File: src/sv/glyph_blit_clipped_unit_assert.svh
// Assertion macros used by the back end of the glyph blit unit.
`ifndef GLYPH_BLIT_CLIPPED_UNIT_ASSERT_SVH
`define GLYPH_BLIT_CLIPPED_UNIT_ASSERT_SVH

// clocked check, off during reset
`define GBC_ASSERT(lbl, prop, msg) \
   lbl: assert property (@(posedge clock) disable iff (reset) (prop)) else $error(msg);

// clocked check, also during reset
`define GBC_ASSERT_ALWAYS(lbl, prop, msg) \
   lbl: assert property (@(posedge clock) (prop)) else $error(msg);

`endif

File: src/sv/gbc_pkg.sv
// Types and constants of the glyph blit unit.
package gbc_pkg;

   localparam int DIM_W    = 13;
   localparam int PITCH_W  = 10;
   localparam int MODE_W   = 2;
   localparam int ADDR_W   = 24;
   localparam int COL_W    = 16;
   localparam int CNT_W    = 4;
   localparam int BIT_W    = 3;
   localparam int CSR_IDX_W = 3;
   localparam int Q_DEPTH  = 4;
   localparam int Q_PTR_W  = $clog2(Q_DEPTH);
   localparam int Q_CNT_W  = $clog2(Q_DEPTH + 1);

   localparam logic [MODE_W-1:0] MODE_MONO = 2'd0;
   localparam logic [MODE_W-1:0] MODE_GRAY = 2'd1;

   localparam logic [CSR_IDX_W-1:0] CSR_DEST_WIDTH  = 3'd0;
   localparam logic [CSR_IDX_W-1:0] CSR_DEST_HEIGHT = 3'd1;
   localparam logic [CSR_IDX_W-1:0] CSR_ORIGIN_X    = 3'd2;
   localparam logic [CSR_IDX_W-1:0] CSR_ORIGIN_Y    = 3'd3;
   localparam logic [CSR_IDX_W-1:0] CSR_GLYPH_WIDTH = 3'd4;
   localparam logic [CSR_IDX_W-1:0] CSR_GLYPH_ROWS  = 3'd5;
   localparam logic [CSR_IDX_W-1:0] CSR_ROW_PITCH   = 3'd6;
   localparam logic [CSR_IDX_W-1:0] CSR_DRAW_MODE   = 3'd7;

   typedef struct packed {
      logic [DIM_W-1:0]   dest_width;
      logic [DIM_W-1:0]   dest_height;
      logic [DIM_W-1:0]   origin_x;
      logic [DIM_W-1:0]   origin_y;
      logic [DIM_W-1:0]   glyph_width;
      logic [DIM_W-1:0]   glyph_rows;
      logic [PITCH_W-1:0] row_pitch;
      logic [MODE_W-1:0]  draw_mode;
   } cfg_type;

   // one queued item: a run of pixels on one destination row
   typedef struct packed {
      logic [COL_W-1:0]  col;
      logic [CNT_W-1:0]  count;
      logic [7:0]        src;
      logic              gray;
      logic              row_in;
      logic [ADDR_W-1:0] row_base;
      logic [DIM_W-1:0]  max_row;
   } job_type;

endpackage

File: src/sv/gbc_front.sv
// Front end: configuration registers, glyph counters, item classification.
module gbc_front (
   input  logic                               clock,
   input  logic                               reset,
   input  logic                               csr_write_enable,
   input  logic [gbc_pkg::CSR_IDX_W-1:0]      csr_index,
   input  logic [gbc_pkg::DIM_W-1:0]          csr_write_data,
   input  logic                               req_valid,
   output logic                               req_stall,
   input  logic [7:0]                         req_src_byte,
   input  logic                               req_glyph_start,
   input  logic                               q_full,
   output logic                               q_push,
   output gbc_pkg::job_type                   q_job,
   output gbc_pkg::cfg_type                   cfg
);
   import gbc_pkg::*;

   cfg_type            cfg_ff, cfg_in;
   logic [DIM_W-1:0]   row_count_ff, row_count_in;
   logic [DIM_W-1:0]   byte_in_row_ff, byte_in_row_in;
   logic [DIM_W-1:0]   max_row_ff, max_row_in;

   logic               accept;
   logic [DIM_W-1:0]   rc, bir, mr;
   logic [DIM_W+1:0]   bottom, mx;
   logic [DIM_W+1:0]   yy;
   logic [COL_W-1:0]   x0, gw16, diff;
   logic [DIM_W:0]     bir_inc;
   logic               advance, wrap;
   logic [CNT_W-1:0]   n;
   logic [2*DIM_W-1:0] prod;

   assign accept    = req_valid && !req_stall;
   assign req_stall = q_full;
   assign cfg       = cfg_ff;

   always_comb begin
      cfg_in = cfg_ff;
      if (csr_write_enable) begin
         case (csr_index)
            CSR_DEST_WIDTH:  cfg_in.dest_width  = csr_write_data;
            CSR_DEST_HEIGHT: cfg_in.dest_height = csr_write_data;
            CSR_ORIGIN_X:    cfg_in.origin_x    = csr_write_data;
            CSR_ORIGIN_Y:    cfg_in.origin_y    = csr_write_data;
            CSR_GLYPH_WIDTH: cfg_in.glyph_width = csr_write_data;
            CSR_GLYPH_ROWS:  cfg_in.glyph_rows  = csr_write_data;
            CSR_ROW_PITCH:   cfg_in.row_pitch   = csr_write_data[PITCH_W-1:0];
            CSR_DRAW_MODE:   cfg_in.draw_mode   = csr_write_data[MODE_W-1:0];
            default: cfg_in = cfg_ff;
         endcase
      end
   end

   always_comb begin
      // sticky bottom extent, signed sum then clamp
      bottom = {2'b00, cfg_ff.glyph_rows} + {{2{cfg_ff.origin_y[DIM_W-1]}}, cfg_ff.origin_y};
      if (!bottom[DIM_W+1] && (bottom > {2'b00, max_row_ff}))
         mx = bottom;
      else
         mx = {2'b00, max_row_ff};
      rc  = req_glyph_start ? '0 : row_count_ff;
      bir = req_glyph_start ? '0 : byte_in_row_ff;
      if (!req_glyph_start)
         mr = max_row_ff;
      else if (mx >= {2'b00, cfg_ff.dest_height})
         mr = cfg_ff.dest_height;
      else
         mr = mx[DIM_W-1:0];

      x0      = {bir, 3'b000};
      gw16    = {3'b000, cfg_ff.glyph_width};
      diff    = gw16 - x0;
      bir_inc = {1'b0, bir} + 14'd1;
      advance = 1'b0;
      wrap    = 1'b0;
      n       = '0;
      q_job.col = x0;
      if (rc < cfg_ff.glyph_rows) begin
         case (cfg_ff.draw_mode)
            MODE_MONO: begin
               if (cfg_ff.row_pitch != '0) begin
                  advance = 1'b1;
                  wrap    = bir_inc >= {4'b0000, cfg_ff.row_pitch};
                  if (gw16 > x0)
                     n = (diff > 16'd8) ? 4'd8 : diff[CNT_W-1:0];
               end
            end
            MODE_GRAY: begin
               q_job.col = {3'b000, bir};
               if (cfg_ff.glyph_width != '0) begin
                  advance = 1'b1;
                  wrap    = bir_inc >= {1'b0, cfg_ff.glyph_width};
                  n       = 4'd1;
               end
            end
            default: advance = 1'b0;
         endcase
      end

      yy   = {{2{cfg_ff.origin_y[DIM_W-1]}}, cfg_ff.origin_y} + {2'b00, rc};
      prod = yy[DIM_W-1:0] * cfg_ff.dest_width;

      q_job.count    = n;
      q_job.src      = req_src_byte;
      q_job.gray     = (cfg_ff.draw_mode == MODE_GRAY);
      q_job.row_in   = !yy[DIM_W+1] && (yy[DIM_W:0] < {1'b0, cfg_ff.dest_height});
      q_job.row_base = prod[ADDR_W-1:0];
      q_job.max_row  = mr;
      q_push         = accept && (n != '0);

      row_count_in   = row_count_ff;
      byte_in_row_in = byte_in_row_ff;
      max_row_in     = max_row_ff;
      if (accept) begin
         max_row_in     = mr;
         row_count_in   = rc;
         byte_in_row_in = bir;
         if (advance) begin
            if (wrap) begin
               byte_in_row_in = '0;
               row_count_in   = rc + 13'd1;
            end else begin
               byte_in_row_in = bir_inc[DIM_W-1:0];
            end
         end
      end
   end

   always_ff @(posedge clock) begin
      if (reset) begin
         cfg_ff.dest_width  <= 13'd256;
         cfg_ff.dest_height <= 13'd256;
         cfg_ff.origin_x    <= '0;
         cfg_ff.origin_y    <= '0;
         cfg_ff.glyph_width <= '0;
         cfg_ff.glyph_rows  <= '0;
         cfg_ff.row_pitch   <= '0;
         cfg_ff.draw_mode   <= MODE_MONO;
         row_count_ff       <= '0;
         byte_in_row_ff     <= '0;
         max_row_ff         <= '0;
      end else begin
         cfg_ff         <= cfg_in;
         row_count_ff   <= row_count_in;
         byte_in_row_ff <= byte_in_row_in;
         max_row_ff     <= max_row_in;
      end
   end

endmodule

File: src/sv/gbc_queue.sv
// Short item queue between front and back end.
module gbc_queue (
   input  logic             clock,
   input  logic             reset,
   input  logic             push,
   input  gbc_pkg::job_type push_job,
   input  logic             pop,
   output logic             full,
   output logic             pop_valid,
   output gbc_pkg::job_type pop_job
);
   import gbc_pkg::*;

   job_type              mem_ff [Q_DEPTH];
   logic [Q_PTR_W-1:0]   wr_ptr_ff, wr_ptr_in;
   logic [Q_PTR_W-1:0]   rd_ptr_ff, rd_ptr_in;
   logic [Q_CNT_W-1:0]   count_ff, count_in;

   assign full      = (count_ff == Q_CNT_W'(Q_DEPTH));
   assign pop_valid = (count_ff != '0);
   assign pop_job   = mem_ff[rd_ptr_ff];

   always_comb begin
      wr_ptr_in = wr_ptr_ff;
      rd_ptr_in = rd_ptr_ff;
      count_in  = count_ff;
      if (push) wr_ptr_in = wr_ptr_ff + 1'b1;
      if (pop)  rd_ptr_in = rd_ptr_ff + 1'b1;
      if (push && !pop)
         count_in = count_ff + 1'b1;
      else if (pop && !push)
         count_in = count_ff - 1'b1;
   end

   always_ff @(posedge clock) begin
      if (push)
         mem_ff[wr_ptr_ff] <= push_job;
   end

   always_ff @(posedge clock) begin
      if (reset) begin
         wr_ptr_ff <= '0;
         rd_ptr_ff <= '0;
         count_ff  <= '0;
      end else begin
         wr_ptr_ff <= wr_ptr_in;
         rd_ptr_ff <= rd_ptr_in;
         count_ff  <= count_in;
      end
   end

endmodule

File: src/sv/gbc_back.sv
// Back end: unpacks a queued run into one clipped pixel write per cycle while rsp_ is not stalled.
`include "glyph_blit_clipped_unit_assert.svh"
module gbc_back (
   input  logic                          clock,
   input  logic                          reset,
   input  gbc_pkg::cfg_type              cfg,
   input  logic                          q_valid,
   input  gbc_pkg::job_type              q_job,
   output logic                          q_pop,
   output logic                          rsp_valid,
   input  logic                          rsp_stall,
   output logic                          rsp_write_enable,
   output logic [gbc_pkg::ADDR_W-1:0]    rsp_write_address,
   output logic [7:0]                    rsp_write_value,
   output logic [gbc_pkg::DIM_W-1:0]     rsp_max_row,
   output logic                          rsp_last
);
   import gbc_pkg::*;

   job_type            job_ff, job_in;
   logic               job_valid_ff, job_valid_in;
   logic [BIT_W-1:0]   bit_idx_ff, bit_idx_in;
   logic               rsp_valid_ff, rsp_valid_in;
   logic               we_ff, we_in;
   logic [ADDR_W-1:0]  addr_ff, addr_in;
   logic [7:0]         value_ff, value_in;
   logic [DIM_W-1:0]   max_row_ff, max_row_in;
   logic               last_ff, last_in;

   logic               out_free, fire, last_pix;
   logic [COL_W:0]     col_b;
   logic [COL_W+1:0]   xx;
   logic               on_raster;

   assign out_free = !rsp_valid_ff || !rsp_stall;
   assign fire     = job_valid_ff && out_free;
   assign last_pix = ({1'b0, bit_idx_ff} == (job_ff.count - 4'd1));
   assign q_pop    = q_valid && (!job_valid_ff || (fire && last_pix));

   always_comb begin
      col_b  = {1'b0, job_ff.col} + {{(COL_W+1-BIT_W){1'b0}}, bit_idx_ff};
      xx     = {{(COL_W+2-DIM_W){cfg.origin_x[DIM_W-1]}}, cfg.origin_x} + {1'b0, col_b};
      on_raster = job_ff.row_in && !xx[COL_W+1]
                  && (xx[COL_W:0] < {{(COL_W+1-DIM_W){1'b0}}, cfg.dest_width});

      job_in       = job_ff;
      job_valid_in = job_valid_ff;
      bit_idx_in   = bit_idx_ff;
      if (q_pop) begin
         job_in       = q_job;
         job_valid_in = 1'b1;
         bit_idx_in   = '0;
      end else if (fire && last_pix) begin
         job_valid_in = 1'b0;
      end else if (fire) begin
         bit_idx_in = bit_idx_ff + 1'b1;
      end

      rsp_valid_in = rsp_valid_ff;
      we_in        = we_ff;
      addr_in      = addr_ff;
      value_in     = value_ff;
      max_row_in   = max_row_ff;
      last_in      = last_ff;
      if (fire) begin
         rsp_valid_in = 1'b1;
         we_in        = on_raster;
         addr_in      = on_raster ? ({{(ADDR_W-COL_W-1){1'b0}}, xx[COL_W:0]} + job_ff.row_base)
                                  : '0;
         value_in     = job_ff.gray ? job_ff.src : {7'd0, job_ff.src[~bit_idx_ff]};
         max_row_in   = job_ff.max_row;
         last_in      = last_pix;
      end else if (!rsp_stall) begin
         rsp_valid_in = 1'b0;
      end
   end

   always_ff @(posedge clock) begin
      job_ff     <= job_in;
      bit_idx_ff <= bit_idx_in;
      we_ff      <= we_in;
      addr_ff    <= addr_in;
      value_ff   <= value_in;
      max_row_ff <= max_row_in;
      last_ff    <= last_in;
   end

   always_ff @(posedge clock) begin
      if (reset) begin
         job_valid_ff <= 1'b0;
         rsp_valid_ff <= 1'b0;
      end else begin
         job_valid_ff <= job_valid_in;
         rsp_valid_ff <= rsp_valid_in;
      end
   end

   assign rsp_valid         = rsp_valid_ff;
   assign rsp_write_enable  = we_ff;
   assign rsp_write_address = addr_ff;
   assign rsp_write_value   = value_ff;
   assign rsp_max_row       = max_row_ff;
   assign rsp_last          = last_ff;

   `GBC_ASSERT(a_job_nonempty, job_valid_ff |-> (job_ff.count != '0), "empty run held")
   `GBC_ASSERT(a_idx_in_run, job_valid_ff |-> ({1'b0, bit_idx_ff} < job_ff.count), "pixel index past run")
   `GBC_ASSERT(a_run_retires, (fire && last_pix && !q_valid) |=> !job_valid_ff, "finished run not retired")
   `GBC_ASSERT_ALWAYS(a_reset_idle, reset |=> (!rsp_valid_ff && !job_valid_ff), "not idle after reset")

endmodule

File: src/sv/glyph_blit_clipped_unit.sv
// Glyph blit unit: unpacks glyph source bytes into clipped raster pixel writes.
//
// Configure through csr_ (write enable, index, data) while the unit is idle.
// Source bytes enter on req_ (valid/stall); req_glyph_start marks the first
// byte of a glyph. Pixel writes leave on rsp_ (valid/stall), one per cycle
// unless rsp_stall holds them, with rsp_last on the final pixel of each byte.
// A mono byte yields up to 8 pixels and occupies the back end until all of
// them are out; a gray byte yields one pixel; bytes with no pixels are taken
// by the front end and never enter the queue. Sustained rate is set by the single
// pixel-write output register: one pixel per cycle while rsp_ is not stalled.
// A byte goes through the queue, the run register and the output register to rsp_.
// A 4-entry queue decouples byte intake from pixel output; req_stall rises
// only while that queue is full.
// Reset (synchronous) restores register defaults, clears counters, the sticky
// max row, the queue and the output. A stalled rsp_ item holds; the back end
// waits and the queue keeps absorbing bytes until full.
module glyph_blit_clipped_unit (
   input  logic                              clock,
   input  logic                              reset,
   input  logic                              csr_write_enable,
   input  logic [gbc_pkg::CSR_IDX_W-1:0]     csr_index,
   input  logic [gbc_pkg::DIM_W-1:0]         csr_write_data,
   input  logic                              req_valid,
   output logic                              req_stall,
   input  logic [7:0]                        req_src_byte,
   input  logic                              req_glyph_start,
   output logic                              rsp_valid,
   input  logic                              rsp_stall,
   output logic                              rsp_write_enable,
   output logic [gbc_pkg::ADDR_W-1:0]        rsp_write_address,
   output logic [7:0]                        rsp_write_value,
   output logic [gbc_pkg::DIM_W-1:0]         rsp_max_row,
   output logic                              rsp_last
);
   import gbc_pkg::*;

   cfg_type cfg;
   job_type push_job, pop_job;
   logic    push, pop, full, pop_valid;

   gbc_front u_front (
      .clock            (clock),
      .reset            (reset),
      .csr_write_enable (csr_write_enable),
      .csr_index        (csr_index),
      .csr_write_data   (csr_write_data),
      .req_valid        (req_valid),
      .req_stall        (req_stall),
      .req_src_byte     (req_src_byte),
      .req_glyph_start  (req_glyph_start),
      .q_full           (full),
      .q_push           (push),
      .q_job            (push_job),
      .cfg              (cfg)
   );

   gbc_queue u_queue (
      .clock     (clock),
      .reset     (reset),
      .push      (push),
      .push_job  (push_job),
      .pop       (pop),
      .full      (full),
      .pop_valid (pop_valid),
      .pop_job   (pop_job)
   );

   gbc_back u_back (
      .clock             (clock),
      .reset             (reset),
      .cfg               (cfg),
      .q_valid           (pop_valid),
      .q_job             (pop_job),
      .q_pop             (pop),
      .rsp_valid         (rsp_valid),
      .rsp_stall         (rsp_stall),
      .rsp_write_enable  (rsp_write_enable),
      .rsp_write_address (rsp_write_address),
      .rsp_write_value   (rsp_write_value),
      .rsp_max_row       (rsp_max_row),
      .rsp_last          (rsp_last)
   );

endmodule

File: config.mk
export PLATFORM = sky130hd
export DESIGN_NAME = glyph_blit_clipped_unit
export DESIGN_NICKNAME = d
export VERILOG_FILES = /design/src/sv/gbc_pkg.sv /design/src/sv/gbc_front.sv /design/src/sv/gbc_queue.sv /design/src/sv/gbc_back.sv /design/src/sv/glyph_blit_clipped_unit.sv
export VERILOG_INCLUDE_DIRS = /design/src /design/src/sv
export SDC_FILE = /design/constraint.sdc
export NUM_CORES = 1
export LEC_CHECK = 0
export BUFFER_PORTS_ARGS = -buffer_cell sky130_fd_sc_hd__buf_2
export CAP_MARGIN = 20
export CORE_ASPECT_RATIO = 0.7
export CORE_MARGIN = 8
export CORE_UTILIZATION = 33
export DETAILED_ROUTE_END_ITERATION = 7
export PLACE_DENSITY = 0.52
export RECOVER_POWER = 100
export SKIP_LAST_GASP = 1
export SLEW_MARGIN = 20
export SYNTH_ARGS = -nofsm -noshare
export SYNTH_HDL_FRONTEND = slang
export SYNTH_SLANG_ARGS = --single-unit
File: constraint.sdc
create_clock -name clock -period 17.6 [get_ports clock]
set_input_delay 0.88 -clock clock [delete_from_list [all_inputs] [get_ports clock]]
set_output_delay 0.88 -clock clock [all_outputs]
set_load 0.02 [all_outputs]
Yosys cells after proc, flatten, opt, wreduce, memory -nomap -nowiden
Memory sizes are Yosys's and may differ from the RTL's. A register that Yosys moved wholly into a read port is not among the register bits.
Index checks and enable logic that the tools add are counted.
{ "totals": {"regBits": 188, "latchBits": 0, "ram_bits": 268, "romBits": 0, "input_bits": 30, "out_inout_bits": 49, "wordCells": 137, "n_memories": 1} }
{ "classes": {"add_sub_neg": 14, "multipliers": 1, "div": 0, "magnitude_cmp": 10, "n_eq_ne": 11, "shift": 0, "n_mux": 36, "bitwise_logic": 2, "n_reduce_logical": 39} }
{ "memory_table": {"columns": ["name", "depth", "word_bits", "rd", "rd_ports_with_merged_regs", "write_ports", "line_no", "source"], "rows": [
  ["u_queue.mem_ff", 4, 67, 1, 1, 1, "gbc_queue.sv:14", "job_type mem_ff [Q_DEPTH];"]
]} }
{ "ops": {"columns": ["cell", "n"], "rows": [
  ["two-way mux 13 bit", 8],
  ["two-way mux 16 bit", 2],
  ["adder 17 x 24 -> 24 bit", 1],
  ["multiplier 13 x 13 -> 24 bit", 1],
  ["adder 18 x 17 -> 18 bit", 1],
  ["AND reduction 2 bit", 9],
  ["adder 16 x 3 -> 17 bit", 1],
  ["< comparator 17 x 13 -> 1 bit", 1],
  ["> comparator 13 x 16 -> 1 bit", 1],
  ["> comparator 16 x 4 -> 1 bit, second input constant", 1],
  ["two-way mux 4 bit", 4],
  ["subtractor 13 x 16 -> 16 bit", 1],
  ["adder 13 x 14 -> 15 bit", 1],
  ["adder 14 x 13 -> 15 bit", 1],
  ["equality test 3 bit, second input constant", 5],
  [">= comparator 15 x 13 -> 1 bit", 1],
  ["> comparator 15 x 13 -> 1 bit", 1],
  ["two-way mux 1 bit", 15],
  ["two-way mux 15 bit", 1],
  ["adder 13 x 1 -> 14 bit, second input constant", 1],
  [">= comparator 14 x 10 -> 1 bit", 1],
  [">= comparator 14 x 13 -> 1 bit", 1],
  ["< comparator 14 x 13 -> 1 bit", 1],
  ["adder 13 x 1 -> 13 bit, second input constant", 1],
  ["27 further kinds", 52]
]} }

Longest topological paths before layout
Gate-level depths: netlist of the first run.
{ "depth": {"depth_word": 14, "ltp_mapped": 34, "depth_no_buf": 31} }

Modules after synthesis
A second synthesis of the first run with hierarchy kept.
{ "unflattened": {"cells_unflattened": 2820, "hier_area_um2": 31577.8} }
{ "modules_own_cells": {"columns": ["mod", "n_inst", "cells_per_inst", "area_per_inst_um2", "seq_area_each_um2"], "rows": [
  ["gbc_front", 1, 1953, 15185.8, 2582.5],
  ["gbc_queue", 1, 394, 10132.2, 8227.9],
  ["gbc_back", 1, 473, 6259.8, 3523.4]
]} }

Worst setup path before layout of the first run
OpenSTA, ideal clock, no wires.
{ "synth_path": {"kind": "input to register", "start": "input port req_glyph_start", "end": "memory u_queue.mem_ff[0][35] in the netlist's numbering (data pin)", "setup_ns": 0.272, "arrival_time_ns": 8.186, "required_ns": 17.328, "setup_slack_ns": 9.142, "stages": 32, "n_path_buf": 6, "path_cell_list": "buf_6 > clkbuf_1 > clkbuf_1 > clkbuf_1 > buf_1 > nor2b_1 > ha_1 > inv_1 > a21oi_1 > o2111ai_1 > nand4b_1 > a21o_1 > a21o_1 > a21oi_1 > xnor2_1 > clkbuf_1 > nand2_1 > fa_1 > fa_1 > inv_1 > fa_1 > fa_1 > inv_1 > fa_1 > inv_1 > ha_1 > or2_2 > a21oi_1 > a21oi_1 > a221o_1 > a21oi_1 > xnor2_1"} }
{ "synth_rtl": {"columns": ["element", "line_no", "source"], "rows": [
  ["start: declaration", "glyph_blit_clipped_unit.sv:26", "input logic req_glyph_start,"],
  ["end: declaration", "gbc_queue.sv:14", null]
]} }

Worst setup path after layout of the first run
{ "layout_path": {"start": "input port req_glyph_start", "end": "memory u_queue.mem_ff[0][35] in the netlist's numbering, enable pin"} }
{ "layout_via": {"elab_chain_len": 12, "word_cells_on_any_way": 15} }
{ "layout_lines": {"columns": ["element", "line_no", "source"], "rows": [
  ["two-way mux 13 bit", "gbc_front.sv:63", "bir = req_glyph_start ? '0 : byte_in_row_ff;"],
  ["subtractor 13 x 16 -> 16 bit", "gbc_front.sv:73", "diff = gw16 - x0;"],
  ["> comparator 16 x 4 -> 1 bit", "gbc_front.sv:86", "n = (diff > 16'd8) ? 4'd8 : diff[CNT_W-1:0];"],
  ["two-way mux 4 bit", "gbc_front.sv:86", null],
  ["two-way mux 4 bit", "gbc_front.sv:85", "if (gw16 > x0)"],
  ["two-way mux 4 bit", "gbc_front.sv:82", "if (cfg_ff.row_pitch != '0) begin"],
  ["one-hot mux 4 bit (2 select lines)", "gbc_front.sv:80", "case (cfg_ff.draw_mode)"],
  ["two-way mux 4 bit *", "gbc_front.sv:79", "if (rc < cfg_ff.glyph_rows) begin"],
  ["nonzero test 4 bit *", "gbc_front.sv:110", "q_push = accept && (n != '0);"],
  ["logical AND 1 bit *", "gbc_front.sv:110", null],
  ["named net push", "glyph_blit_clipped_unit.sv:39", "logic push, pop, full, pop_valid;"],
  ["two-way mux 1 bit *", "gbc_queue.sv:36", "if (push)"],
  ["two-way mux 1 bit (not written as such) *", "gbc_queue.sv:37", "mem_ff[wr_ptr_ff] <= push_job;"]
]} }
Mark *: on every way through the listed nets, which the timed path passes. The rest lies on a longest branch.

==> impl_metrics.tcl, run 1 <==
set metrics [dict create \
    drv_cap 16 \
    ys_types 88 \
    netlist_top_cells_area "edfxtp_1 (37%), ha_1 (9.4%), dfxtp_1 (9.1%)" \
    worstSkewPairLatency_ps 620 \
    synth_warnings 0 \
    grt_pass1_vias 19900 \
    fin_crit_ps 11410 \
    grtUsageTotal_pct 15.8 \
    rsz0062_at_grt "no" \
    intPower_uw 2590 \
    htreeDepth 2 \
    antenna_found_initial 4 \
    cp.required_ps 17780 \
    io_pins 79 \
    place_area_um2 33000 \
    cp_cell_sequence "clkbuf_1 > clkbuf_1 > nor2b_1 > ha_1 > a211o_1 > a2111oi_0 > o21ai_0 > or3_1 > or4_1 > a221oi_1 > and2_0 > clkbuf_1" \
    fin_crit_sh_pct 64.8 \
    gp_congestion 0.903 \
    syn_inst 2802 \
    tightest_slew_ps 4240 \
    yosys.area.top_type "edfxtp_1" \
    topRoutingLayerUsed "met4" \
    ys.flop_type "edfxtp_1" \
    crit_fanout 56 \
    yosysMostFrequentCell "edfxtp_1" \
    p_sw_share_pct 32.8 \
    nNetsFinal 3244 \
    post_cts_resize_count 0 \
    netlist_area_um2 31200 \
    p_total_uw 3860 \
    wl_met1_um 46800 \
    cpMaxStageDelayCell "and2_0" \
    fillers 9355 \
    numCtsBuffers 51 \
    vias 21000 \
    fin_tns_setup_ps 0 \
    setup_viol 0 \
    path_common_cell "clkbuf_1" \
    critPathTopFamily "buffers and inverters" \
    avgSynthCellArea_um2 11.1 \
    cts_sinks 523 \
    drt-initial-drc-count 1773 \
    power.leakage_uw 0.0133 \
    num_rows 94 \
    synth-edff-count 382 \
    syn_nets 3195 \
    drc 0 \
    slew_headroom_pct -183 \
    hold_violations 0 \
    drtPass1Iterations 5 \
    p_comb_share_pct 28.6 \
    cts.clk_slew.worst_paths_ps 60 \
    chipHeight_um 273 \
    cts_tree "built" \
    switchingPower_uw 1270 \
    seqPwrFrac_pct 42.1 \
    outcome "finished with violations" \
    setup.worst_path.end_class "flop" \
    met3_length_um 5730 \
    viasPerCell 5.07 \
    root_buffer "clkbuf_16" \
    startpoint_type "primary input" \
    drive_gt1_share_pct 7.44 \
    cts_hold_buf 0 \
    fmax_mhz 87.7 \
    finalMaxSlewViolations 725 \
    fin_area_um2 34500 \
    max-vdd-ir-drop_mv 0.0693 \
    portBuffers 78 \
    die_area_um2 105000 \
    route.final.wire_length_um 85200 \
    syn_to_final_growth_pct 10.5 \
    crit_path_max_incr_delay_ps 2070 \
    critPathKind "primary input to flop" \
    cts_buffer_depth 3 \
    core_um2 93900 \
    grt-ovfl-total 0 \
    initial_core_util_pct 33.2 \
    post_cts_buffers 0 \
    ant_nets 0 \
    wl_met2_um 31500 \
    grt_pass1_wl_um 128000 \
    wl_per_cell_um 20.6 \
    hp-class "flop to flop" \
    grt_max_degree 81 \
    p_per_area_nw_per_um2 112 \
    p_clk_share_pct 29.3 \
    ys_top_cells_by_count "edfxtp_1 (382), nand2_1 (358), inv_1 (281), ha_1 (235), a21oi_1 (195)" \
    dp_hpwl_um 61500 \
    postSynthRegisterBits 523 \
    async_flop_share_pct 0 \
    synth_top_area_share_pct 36.8 \
    die_w_um 383 \
    skew_ps 29.1 \
    violations "max-capacitance violations, max-slew violations" \
    fin_hold_ws_ps 409 \
    critPathArrivalTime_ps 11580 \
    synth_seq_area_share_pct 45.9 \
    cp_num_buf_inv 3 \
]
cell type report:
class	count	area (um^2)	area share, %
clock inverters	30	313	0.908
multi-input cells	1880	15300	44.5
diodes	3	7.51	0.0218
flip-flops and latches	523	14300	41.5
repair buffers	113	512	1.49
inverters	282	1060	3.07
well taps	1248	1560	4.53
clock buffers	63	1380	4.01
power groups by stage:
stage / Combinational [uW] / Sequential [uW] / Clock (uW)
after global routing: 1230 / 1650 / 1200
after global placement: 1130 / 1650 / 0
after CTS: 1140 / 1620 / 1160
after floorplan: 783 / 1660 / 0
final: 1110 / 1630 / 1130
after detailed placement: 1130 / 1650 / 0
layer usage:
metal | track usage [%] | up-vias
met2 | 20.2 | 548
met1 | 26.5 | 10300
met3 | 3.37 | 78
li1 | - | 10000
met5 | 0 | -
met4 | 2.61 | 0
worst paths after layout:
kind / startpoint / endpoint / slack (ps) / cells after the start
worst max-delay path: req_glyph_start / u_queue.mem_ff[0][35]$_DFFE_PP_ / 6190 / 12
worst min-delay path: u_back.job_ff[9]$_DFFE_PP_ / u_back.rsp_max_row[9]$_DFFE_PP_ / 410 / 0
worst max register to register: u_front.row_count_ff[6]$_SDFFE_PP0P_ / u_queue.mem_ff[0][35]$_DFFE_PP_ / 8710 / 11
worst min register to register: u_back.job_ff[9]$_DFFE_PP_ / u_back.rsp_max_row[9]$_DFFE_PP_ / 410 / 0
cells in the final DEF, fill, tap and decap left out, drive strengths merged, types with 27 or more instances in the layout:
master,count
xor2,35
dfxtp,141
nor3,27
clkbuf,140
and2,93
fa,128
inv,283
edfxtp,382
ha,235
nand3,42
a21o,47
a21oi,196
mux4,69
nand2,358
xnor2,62
o21ai,75
buf,36
nor2b,29
nor2,139
sequential cells by signal (all words and copies together), names as in the netlist, 3 cells and up:
register	count
u_back.rsp_max_row	13
u_back.bit_idx_ff	3
u_front.max_row_ff	13
u_front.cfg	90
u_back.rsp_write_value	8
u_back.job_ff	67
u_front.row_count_ff	13
u_queue.mem_ff	268
u_back.rsp_write_address	24
u_front.byte_in_row_ff	13
u_queue.count_ff	3
logic make-up after synthesis:
family                   after synthesis  synth area share (%)
AND/OR/NAND/NOR                      803                  12.1
flip-flops                           523                  45.9
AO/OA/AOI/OAI                        520                  10.8
buffers and inverters                399                  4.89
adder cells (fa/ha/maj)              363                  17.7
XOR/XNOR                              98                  2.80
multiplexers                          96                  5.90
per-stage QoR:
step | worst slack (ps) | cells | util (%)
detailed placement | 9110 | 4046 | 35.1
finish | 6190 | 4142 | 36.7
global placement | 9150 | 4046 | 35.1
global route | 5410 | 4141 | 36.7
floorplan | 9140 | 2802 | -
CTS | 9750 | 4139 | 36.9
(Power assumes the default switching activity.)
==> run 2: changes to the inputs <==
- PLACE_DENSITY: 0.52 -> 0.53
- clock period: 17.6 -> 10.32 ns (I/O delays scaled with it)
==> run 2 against run 1 <==
Net effect: the flow still finishes with violations (max-capacitance violations, max-slew violations); total power increased by 73%; clock skew grew 6.4 ps; worst hold slack worse by 240 ps; largest power group unchanged; highest routed layer unchanged.
==> impl_metrics.tcl, run 2 (synthesized netlist as in run 1, its figures left out) <==
set metrics [dict create \
    outcome "finished with violations" \
    violations "max-capacitance violations, max-slew violations" \
    chipHeight_um 273 \
    reg2reg_from "u_front.cfg[39]$_SDFFE_PP0P_" \
    worstSkewPairLatency_ps 630 \
    grt_pass1_wl_um 129000 \
    drv_cap 14 \
    fin_crit_sh_pct 84.2 \
    r2r_slack_ps 1870 \
    seqPwrFrac_pct 41.7 \
    drc 0 \
    power.leakage_uw 0.0133 \
    cp.required_ps 10740 \
    wl_per_cell_um 20.7 \
    intPower_uw 4510 \
    cpMaxStageDelayCell "xnor2_1" \
    root_buffer "clkbuf_16" \
    crit_fanout 55 \
    gp_congestion 0.887 \
    p_clk_share_pct 30.5 \
    final_cell_mix "edfxtp_1 (382), nand2_1 (358), inv_1 (281)" \
    slew_headroom_pct -167 \
    route.final.wire_length_um 85700 \
    fin_crit_ps 8690 \
    grtUsageTotal_pct 15.9 \
    hold_violations 0 \
    reg2regPathDepth 27 \
    drive_gt1_share_pct 8.05 \
    fin_tns_setup_ps 0 \
    max-vdd-ir-drop_mv 0.114 \
    cts_hold_buf 0 \
    path_depth 26 \
    core_um2 93900 \
    die_w_um 383 \
    portBuffers 78 \
    post_cts_resize_count 0 \
    switchingPower_uw 2170 \
    hold_end "u_queue.mem_ff[3][43]$_DFFE_PP_" \
    largest_reg_flops 268 \
    cts_buffer_depth 3 \
    critPathKind "primary input to flop" \
    numCtsBuffers 53 \
    fmax_mhz 115 \
    grt_util_met3_pct 3.92 \
    grt-ovfl-total 0 \
    hp-class "primary input to flop" \
    htreeDepth 2 \
    p_sw_share_pct 32.5 \
    cts_sinks 523 \
    nNetsFinal 3245 \
    skew_ps 35.5 \
    initial_core_util_pct 33.2 \
    syn_to_final_growth_pct 10.8 \
    grt_max_degree 74 \
    drt-initial-drc-count 2033 \
    antenna_found_initial 2 \
    setup_viol 0 \
    fin_area_um2 34600 \
    hold_depth 1 \
    startpoint_type "primary input" \
    tightest_slew_ps 4000 \
    use_met1_pct 26.7 \
    mostFrequentLayoutCell "edfxtp_1" \
    critPathTopFamily "adder cells" \
    viasPerCell 5.11 \
    final_util_pct 36.8 \
    dp.cells 4045 \
    instances_no_fill 4146 \
    grt_pass1_vias 20000 \
    p_comb_share_pct 27.8 \
    cts.clk_slew.worst_paths_ps 70 \
    num_rows 94 \
    r2r-end "u_queue.mem_ff[2][1]$_DFFE_PP_" \
    top_usage_layer "met1" \
    die_area_um2 105000 \
    setup.worst_path.end_class "flop" \
    io_pins 79 \
    cts_tree "built" \
    regMostFlops "u_queue.mem_ff" \
    finalMaxSlewViolations 610 \
    ant_nets 0 \
    cp_num_buf_inv 5 \
    dp_hpwl_um 62400 \
    crit_path_max_incr_delay_ps 1450 \
    drtPass1Iterations 6 \
    path_common_cell "fa_1" \
    p_per_area_nw_per_um2 194 \
    met2_usage_pct 20.0 \
    rsz0062_at_grt "no" \
    post_cts_buffers 0 \
    vias 21200 \
    place_area_um2 32900 \
    hold_start "req_src_byte[4]" \
    fin_hold_ws_ps 165 \
    critPathArrivalTime_ps 9110 \
]
## run 2: cell types whose count changed in the layout (fill, tap and decap cells not counted), moves of 2 or more
cell | previous run | this run
a31o_1 | 8 | 6
clkinv_1 | 11 | 4
inv_16 | 0 | 2
clkinv_2 | 8 | 15
a31o_2 | 10 | 12
clkbuf_1 | 84 | 76
clkinvlp_4 | 2 | 4
clkbuf_2 | 0 | 4
bufinv_16 | 5 | 7
clkinv_4 | 1 | 3
## run 2: area by class of cell
type	instances	area [um^2]
fill	9251	59300
multi-input combinational	1880	15300
sequential	523	14300
tap	1248	1560
clock buffer	63	1410
inverter	282	1060
timing repair buffer	112	517
clock inverter	36	408
antenna	2	5.00
## run 2: routing by layer
| metal | up-vias | part of all wire (%) |
|---|---|---|
| met3 | 72 | 8.4 |
| li1 | 10100 | - |
| met1 | 10400 | 53 |
| met4 | 0 | 1.3 |
| met5 | - | 0 |
| met2 | 690 | 37 |
## run 2: worst max-delay path by stage
stage,startpoint,to,slack (ps)
after floorplan,req_glyph_start,u_queue.mem_ff[0][35]$_DFFE_PP_,2230
after global placement,req_glyph_start,u_queue.mem_ff[0][35]$_DFFE_PP_,2030
after detailed placement,req_glyph_start,u_queue.mem_ff[0][35]$_DFFE_PP_,1920
after CTS,u_front.row_count_ff[1]$_SDFFE_PP0P_,u_queue.mem_ff[1][35]$_DFFE_PP_,2150
after global routing,u_front.cfg[39]$_SDFFE_PP0P_,u_queue.mem_ff[2][1]$_DFFE_PP_,1030
final,req_glyph_start,u_queue.mem_ff[0][35]$_DFFE_PP_,1630
## run 2: power by group through the flow
stage | sequential (uW) | combinational, uW | clock (uW)
after floorplan | 2830 | 1330 | 0
final | 2790 | 1860 | 2040
after detailed placement | 2820 | 1890 | 0
after CTS | 2770 | 1900 | 2090
after global routing | 2830 | 2080 | 2160
after global placement | 2820 | 1890 | 0
## run 2: per-stage QoR
step	power, uW	setup WS [ps]
3_5_place_dp	4710	1920
4_1_cts	6770	2150
2_1_floorplan	4160	2230
5_1_grt	7060	1030
3_3_place_gp	4710	2030
6_report	6690	1630
